--- src/wve_pkg.sv ---
// Package for the windowed velocity estimator.
// Holds the default sizes, fixed field widths, sequencer states and the saturation helper.
// No dependencies.
package wve_pkg;

  localparam int HISTORY_DEPTH_DEF   = 64;
  localparam int ROBOTS_PER_TEAM_DEF = 16;

  localparam logic [31:0] WINDOW_RESET = 32'd500000;
  localparam logic [19:0] USEC_PER_SEC = 20'd1000000;
  localparam logic signed [16:0] HEADING_PI     = 17'sd12868;
  localparam logic signed [16:0] HEADING_TWO_PI = 17'sd25736;

  localparam int DIVIDEND_W = 37;  // 16-bit magnitude times 1e6 plus half span
  localparam int SPAN_W     = 32;
  localparam int VEL_W      = 24;
  localparam int LANES      = 3;

  localparam logic [1:0] GROUP_BALL = 2'd2;
  localparam logic [1:0] GROUP_NONE = 2'd3;
  localparam logic       MODE_APPEND = 1'b0;

  typedef enum logic [3:0] {
    S_IDLE, S_META, S_LOAD, S_PRUNE_RD, S_PRUNE_CHK, S_FIN,
    S_RD_NEW, S_CALC, S_MUL, S_DIV, S_DONE
  } wve_state_t;

  // sign and saturate a rounded quotient to 24-bit signed
  function automatic logic signed [VEL_W-1:0] sat_vel(input logic neg,
                                                      input logic [DIVIDEND_W-1:0] q);
    logic [DIVIDEND_W-1:0] lim_pos;
    lim_pos = DIVIDEND_W'(2**(VEL_W-1) - 1);
    if (!neg) begin
      sat_vel = (q > lim_pos) ? {1'b0, {(VEL_W-1){1'b1}}} : VEL_W'(q);
    end else begin
      sat_vel = (q > lim_pos + 1'b1) ? {1'b1, {(VEL_W-1){1'b0}}} : VEL_W'(-q);
    end
  endfunction

endpackage

--- src/wve_div.sv ---
// Bit-serial restoring divider with parallel lanes sharing one divisor.
// Uses wve_pkg for widths; one quotient bit per lane per cycle.
module wve_div (
  input  logic clk,
  input  logic rst_n,
  input  logic start,
  input  logic [wve_pkg::DIVIDEND_W-1:0] dividend [wve_pkg::LANES],
  input  logic [wve_pkg::SPAN_W-1:0] divisor,
  output logic done,
  output logic [wve_pkg::DIVIDEND_W-1:0] quotient [wve_pkg::LANES]
);
  import wve_pkg::*;

  localparam int CW = $clog2(DIVIDEND_W + 1);

  logic [SPAN_W-1:0]     rem_r [LANES];
  logic [DIVIDEND_W-1:0] quo_r [LANES];
  logic [SPAN_W-1:0]     dvs_r;
  logic [CW-1:0]         cnt_r;
  logic                  busy_r, done_r;

  // control
  always_ff @(posedge clk) begin
    if (!rst_n) begin
      busy_r <= 1'b0;
      done_r <= 1'b0;
      cnt_r  <= '0;
    end else begin
      done_r <= 1'b0;
      if (start) begin
        busy_r <= 1'b1;
        cnt_r  <= CW'(DIVIDEND_W);
      end else if (busy_r) begin
        cnt_r <= cnt_r - 1'b1;
        if (cnt_r == CW'(1)) begin
          busy_r <= 1'b0;
          done_r <= 1'b1;
        end
      end
    end
  end

  // datapath: dividend shifts out the top while quotient bits shift in
  always_ff @(posedge clk) begin
    logic [SPAN_W:0] trial;
    for (int i = 0; i < LANES; i++) begin
      if (start) begin
        rem_r[i] <= '0;
        quo_r[i] <= dividend[i];
      end else if (busy_r) begin
        trial = {rem_r[i], quo_r[i][DIVIDEND_W-1]};
        if (trial >= {1'b0, dvs_r}) begin
          rem_r[i] <= SPAN_W'(trial - {1'b0, dvs_r});
          quo_r[i] <= {quo_r[i][DIVIDEND_W-2:0], 1'b1};
        end else begin
          rem_r[i] <= SPAN_W'(trial);
          quo_r[i] <= {quo_r[i][DIVIDEND_W-2:0], 1'b0};
        end
      end
    end
    if (start) dvs_r <= divisor;
  end

  assign done     = done_r;
  assign quotient = quo_r;

endmodule

--- config.mk ---
export PLATFORM = sky130hd
export DESIGN_NAME = wve_div
export DESIGN_NICKNAME = d
export VERILOG_FILES = /design/src/wve_pkg.sv /design/src/wve_div.sv
export SDC_FILE = /design/constraint.sdc
export NUM_CORES = 1
export LEC_CHECK = 0
export BUFFER_PORTS_ARGS = -buffer_cell sky130_fd_sc_hd__buf_2
export CAP_MARGIN = 20
export CORE_ASPECT_RATIO = 0.8
export CORE_MARGIN = 2
export CORE_UTILIZATION = 58
export DETAILED_ROUTE_END_ITERATION = 12
export HOLD_SLACK_MARGIN = 0.08
export PLACE_DENSITY = 0.82
export REMOVE_ABC_BUFFERS = 1
export SYNTH_ARGS = -nofsm -noshare
export SYNTH_HDL_FRONTEND = slang
export SYNTH_SLANG_ARGS = --single-unit
--- constraint.sdc ---
create_clock -name clk -period 5.3 [get_ports clk]
set_clock_uncertainty 0.05 [all_clocks]
set_input_delay 0.265 -clock clk [delete_from_list [all_inputs] [get_ports clk]]
set_output_delay 0.265 -clock clk [all_outputs]
set_load 0.03 [all_outputs]
==> results.ini, run 1 <==
[logic_synthesis]
synth_cell_types=69
yosys.area.top_type=edfxtp_1
async_flop_share=0
synth_common_cells=239 x edfxtp_1, 131 x nand2_1, 123 x a21oi_1
yosysTopAreaCellShare=0.461
synth_top_family_by_area=compound AO/OA/AOI/OAI gates
synth_xor_area_frac=0.0371
avgSynthCellArea_um2=10.7
yosys_register_bits=247
synthMostInstantiatedCell=edfxtp_1
synth_edf_count=239
synthFlopType=edfxtp_1
yosysSeqAreaShare=0.471
synth_mux_area_frac=0.107
synthSimpleGateAreaFrac=0.119
synthTopCellsByArea=edfxtp_1 46%, mux2_2 8.0%, ha_1 7.9%, a21oi_1 4.0%, nand2_1 3.2%
yosysWarnings=0
synth_compound_area_frac=0.154
syn_area_um2=15600
synthAdderAreaFrac=0.0826
netlist_instances=1454

[detailed_routing]
viasPerCell=6.18
wl_per_cell_um=21.7
drc_errors=0
postRouteWirelength_mm=47.9
first_pass_iters=6
drtIter0Drc=1324
vias=13700
detail-route-antenna-nets=0

[floorplan]
die_h_um=151
start_util=0.591
num_io_pins=258
die_w_um=187
rows=53
coreArea_um2=26300
die_area_um2=28200

[timing]
finalHoldViolCount=0
setup_viol=0
worstMarginPinSlew_ps=968
relSlewSlack=0.355
max_freq_mhz=266
min_period_over_period=0.709
rsz0062_at_grt=no
finalCriticalPeriod_ps=3760
finalSetupTns_ps=0
maxSlewViolCount=0
worst_hold_slack_ps=183

[power]
power_density_nw_per_um2=327
p_sw_mw=2.19
ir_worst_vdd_mv=0.260
power.internal_mw=4.17
p_leak_nw=8.12
pwr-share-clk=0.288
seq_power_share=0.396
comb_power_share=0.315
switching_share=0.344

[setup_path]
cpLargestDelayFamily=compound AO/OA/AOI/OAI gates
setup.worst_path.start_class=register
r2r_end=rem_r[2][28]
reg2reg_from=dvs_r[1]
critPathBufInv=2
cp_slowest_cell=a21oi_1
crit_path_end_kind=register
cpPeakStageDelay_ps=470
crit_chain=inv_1 > ha_1 > nor2b_1 > o31a_1 > o31ai_2 > a21oi_1 > a211o_1 > a21oi_1 > buf_4 > nor4b_1 > a311o_1
r2r_cells=11
critPathArrivalTime_ps=4000
required_ps=5540
reg2reg_slack_ps=1540
path_class=register to register
cpMostUsedCell=a21oi_1
cp.depth=11
critPathMaxFanout=10

[worst_hold_path]
hold-path-endpoint=dvs_r[17]
min_delay_path_depth=1
hold_class=primary input to register
min_from=start

[global_route]
antenna_found_initial=2
grt_pass1_wl_mm=73.6
overflow=0
grtUsageTotal=0.336
grt_pass1_vias=13600
grt_max_degree=115

[finish]
nNetsFinal=2083
areaGrowthSynthToFinish_pct=25.0
drive_gt1_frac=0.236
fillers=1771

[clock_network]
cts_resized=0
path_clk_slew_ps=60
cts_buffers=26
cts_max_path_buffers=3
cts-htree-levels=1
clkLatencyLatePin_ps=570
cts_tree=done
cts-root-buf=clkbuf_16
clock_sinks=247

[placement]
dpl.hpwl_mm=30.6
portBuffers=257
gp_congestion=0.959

[run]
maxCapViolCount=0

[outcome]
status=completed

-- worst reg2reg max path: cells and delay by family, from the launching register on --
family / cells / cell delay [ps]
compound gates: 6 / 1920
buf+inv: 2 / 580
flops: 1 / 430
fa+ha+maj: 1 / 310
simple gates: 2 / 220
-- worst max path at each step --
stage	start	endpoint	slack, ps
after floorplan	quotient[110]	rem_r[0][30]	570
after global placement	dvs_r[1]	quotient[74]	1740
after detailed placement	dvs_r[1]	rem_r[2][28]	1650
after CTS	dvs_r[1]	rem_r[2][28]	1620
after global routing	dvs_r[1]	rem_r[1][1]	1320
final	dvs_r[1]	rem_r[2][28]	1540
-- area by class of cell --
type | instances | area (um2) | area share
repair buffers | 413 | 2840 | 0.146
diodes | 2 | 5.00 | 0.000257
clock buffers | 34 | 743 | 0.0382
flip-flops and latches | 247 | 7340 | 0.377
well taps | 357 | 447 | 0.0230
multi-input cells | 1093 | 7800 | 0.401
inverters | 55 | 206 | 0.0106
clock inverters | 11 | 83.8 | 0.00431
-- sequential cells by signal (all words and copies together), names as in the netlist --
name      cells
quotient    111
done          1
busy_r        1
cnt_r         6
dvs_r        32
rem_r        96
-- what timing repair did --
action / CTS / global route
hold buffers: 144 / 0
endpoints found under the hold margin: 151 / 0
buffers inserted: 0 / 0
-- cell families (layout without fill, tap and decap cells) --
kind of cell | after synthesis | after routing
flip-flops | 247 | 247
other | 0 | 2
multiplexers | 152 | 152
AND/OR/NAND/NOR | 400 | 400
adder cells (fa/ha/maj) | 101 | 101
buffers and inverters | 114 | 513
XOR/XNOR | 66 | 66
AO/OA/AOI/OAI | 374 | 374
-- through the flow --
stage	area [um2]	total power, mW	util	cells	setup WS (ps)
floorplan	15300	3.86	-	1395	570
global placement	17200	4.32	0.653	2021	1740
detailed placement	17200	4.38	0.653	2021	1650
CTS	19500	6.23	0.739	2210	1620
global route	19500	6.60	0.739	2212	1320
finish	19500	6.35	0.739	2212	1540
-- power groups by stage --
stage / Combinational, mW / Clock [mW] / Sequential, mW
floorplan: 1.17 / 0 / 2.70
global placement: 1.79 / 0 / 2.53
detailed placement: 1.84 / 0 / 2.53
CTS: 1.94 / 1.80 / 2.50
global route: 2.16 / 1.90 / 2.53
finish: 2.00 / 1.83 / 2.52
-- cells in the final DEF (no fill, tap or decap), types with 6 or more instances in the layout --
cell / n
nand2b_1: 11
a21o_1: 27
mux2i_1: 41
nor2_1: 118
edfxtp_1: 239
nand4_1: 26
a211o_1: 7
ha_1: 98
dfxtp_1: 8
and3_1: 8
or3_1: 14
buf_2: 256
nor3_1: 23
o211ai_1: 15
a31oi_1: 10
buf_4: 11
nand3_1: 28
a21oi_1: 123
xor2_1: 24
xnor2_1: 42
o22ai_1: 7
mux2_2: 111
o31a_1: 6
nand2_1: 131
o21bai_1: 13
clkbuf_16: 28
a211oi_1: 25
inv_1: 55
o31ai_1: 6
o21ai_0: 67
nor2b_1: 9
dlygate4sd3_1: 144
o21a_1: 20
-- layer usage --
layer	global-route usage	share of wire
met4	0.154	0.047
met1	0.419	0.39
met3	0.0550	0.086
met5	0	0
met2	0.579	0.48
Power figures use the tool's default switching activity.
==> run 2: changes to the inputs <==
==> constraint.sdc (replaced) <==
create_clock -name clk -period 3.6 [get_ports clk]
set_clock_uncertainty 0.05 [all_clocks]
set_input_delay 0.18 -clock clk [delete_from_list [all_inputs] [get_ports clk]]
set_output_delay 0.18 -clock clk [all_outputs]
set_load 0.03 [all_outputs]
==> results.ini, run 2 (synthesis gave the netlist of run 1 again) <==
[floorplan]
start_util=0.591  ; unchanged
num_io_pins=258  ; unchanged
die_w_um=187  ; unchanged
die_h_um=151  ; unchanged
coreArea_um2=26300  ; unchanged
rows=53  ; unchanged
die_area_um2=28200  ; unchanged

[global_route]
antenna_found_initial=2  ; unchanged
grt_pass1_wl_mm=75.0  ; +1.9%
grt_pass1_vias=13600  ; +0.052%
overflow=0  ; unchanged
grtUsageTotal=0.343  ; +0.00715
grt_max_degree=73  ; -37%

[power]
power_density_nw_per_um2=491  ; +50%
p_total_mw=9.68  ; +52%
ir_worst_vdd_mv=0.531  ; +100%
p_leak_nw=8.25  ; +1.6%

[detailed_routing]
vias=13900  ; +1.4%
wl_per_cell_um=22.0  ; +1.8%
drtIter0Drc=1433  ; +8.2%
postRouteWirelength_mm=49.1  ; +2.5%
drc_errors=0  ; unchanged
viasPerCell=6.22  ; +0.62%
first_pass_iters=6  ; unchanged
detail-route-antenna-nets=0  ; unchanged

[setup_path]
setup.worst_path.start_class=register
r2r_end=rem_r[2][28]
critPathArrivalTime_ps=3680  ; -320 ps
r2r_cells=11  ; unchanged
critPathMaxFanout=11  ; +1
path_class=register to register
reg2reg_from=dvs_r[1]
reg2reg_slack_ps=170  ; -1370 ps
startpoint=dvs_r[1]
crit_path_end_kind=register
required_ps=3850  ; -1690 ps

[placement]
place_area_um2=17300  ; +0.90%
dpl.hpwl_mm=31.2  ; +1.9%
portBuffers=257  ; unchanged
gp_congestion=0.977  ; +1.9%
dpl.cell_count=2035  ; +0.69%
place_ws_ps=173  ; -1480 ps

[clock_network]
path_clk_slew_ps=70  ; about the same
cts_tree=done
clkLatencyLatePin_ps=580  ; about the same
cts-htree-levels=1  ; unchanged
clock_sinks=247  ; unchanged
cts-root-buf=clkbuf_16
cts_buffers=26  ; unchanged
cts_max_path_buffers=3  ; unchanged

[worst_hold_path]
hold_class=primary input to register
min_delay_path_depth=2  ; +1
hold-path-endpoint=dvs_r[26]
min_from=divisor[26]

[finish]
fin_area_um2=19700  ; +1.4%
layout_commonest_cell=buf_2
nNetsFinal=2098  ; +0.72%
drive_gt1_frac=0.244  ; +0.00801
fillers=1756  ; -0.85%
fin_util=0.749  ; +0.0100
final_cell_mix=256 x buf_2, 239 x edfxtp_1, 145 x dlygate4sd3_1
layout.cells.non_filler=2229  ; +0.77%
areaGrowthSynthToFinish_pct=26.7
largest_reg_flops=111  ; unchanged

[timing]
finalHoldViolCount=0  ; unchanged
max_freq_mhz=292  ; +9.5%
worstMarginPinSlew_ps=934  ; -34.3 ps
relSlewSlack=0.377  ; +0.0228
finalCriticalPeriod_ps=3430  ; -326 ps
min_period_over_period=0.953  ; +0.244
maxSlewViolCount=0  ; unchanged
rsz0062_at_grt=no
setup_viol=0  ; unchanged
setup_slack_ps=170  ; -1370 ps

[run]
maxCapViolCount=0  ; unchanged

[outcome]
status=completed

-- run 2: changes by cell type in the layout (fill, tap and decap cells not counted), sizes merged --
cell,change
clkinvlp,+1
clkbuf,-4
bufinv,+3
clkinv,+2
buf,+14
dlygate4sd3,+1
-- run 2: timing repair --
| item | 4_1_cts | 5_1_grt |
|---|---|---|
| setup endpoints to repair | 0 | 11 |
| buffers inserted | 0 | 0 |
| hold buffers | 145 | 0 |
| hold endpoints to repair | 168 | 0 |
| resized for setup | 0 | 2 |
-- run 2: area by class of cell --
cell class	instances	area, um2	share of cell area
Clock buffer	30	708	0.0359
Tap cell	357	447	0.0226
Sequential cell	247	7340	0.372
Inverter	55	206	0.0105
Timing Repair Buffer	428	3000	0.152
Multi-Input combinational cell	1093	7810	0.396
Antenna cell	2	5.00	0.000254
Clock inverter	17	206	0.0105
-- run 2: worst max path at each step --
stage	to	slack (ps)	cells after the start
2_1_floorplan	rem_r[0][30]	-1130	10
3_3_place_gp	rem_r[2][28]	260	10
3_5_place_dp	rem_r[2][28]	170	10
4_1_cts	rem_r[2][28]	160	10
5_1_grt	rem_r[2][28]	10	11
6_report	rem_r[2][28]	170	11
-- run 2: worst max-delay path: stages (launching register included) --
cell and delay, ps:
edfxtp_1 420, inv_1 290, ha_1 310, nor2b_1 150, o31a_1 280, o31ai_2 310, a21oi_1 200, a211o_1 320
a21oi_1 210, buf_4 210, nor4b_1 70, a311o_1 360
-- run 2: per-layer routing --
metal | track usage | wire length [um]
met1 | 0.421 | 18700
met2 | 0.591 | 23500
met3 | 0.0765 | 4790
met4 | 0.144 | 2120
met5 | 0 | 0
-- run 2: through the flow --
step / hold slack [ps] / TNS (ps)
floorplan: 229 / -23460
finish: 267 / 0
global route: 270 / 0
CTS: 248 / 0
global placement: 308 / 0
detailed placement: 308 / 0
-- run 2: where the power goes --
part           switching, mW  internal [mW]  total, mW
registers              0.198           3.51       3.71
clock network           1.29           1.65       2.95
logic                   1.83           1.20       3.03
total                   3.32           6.36       9.68
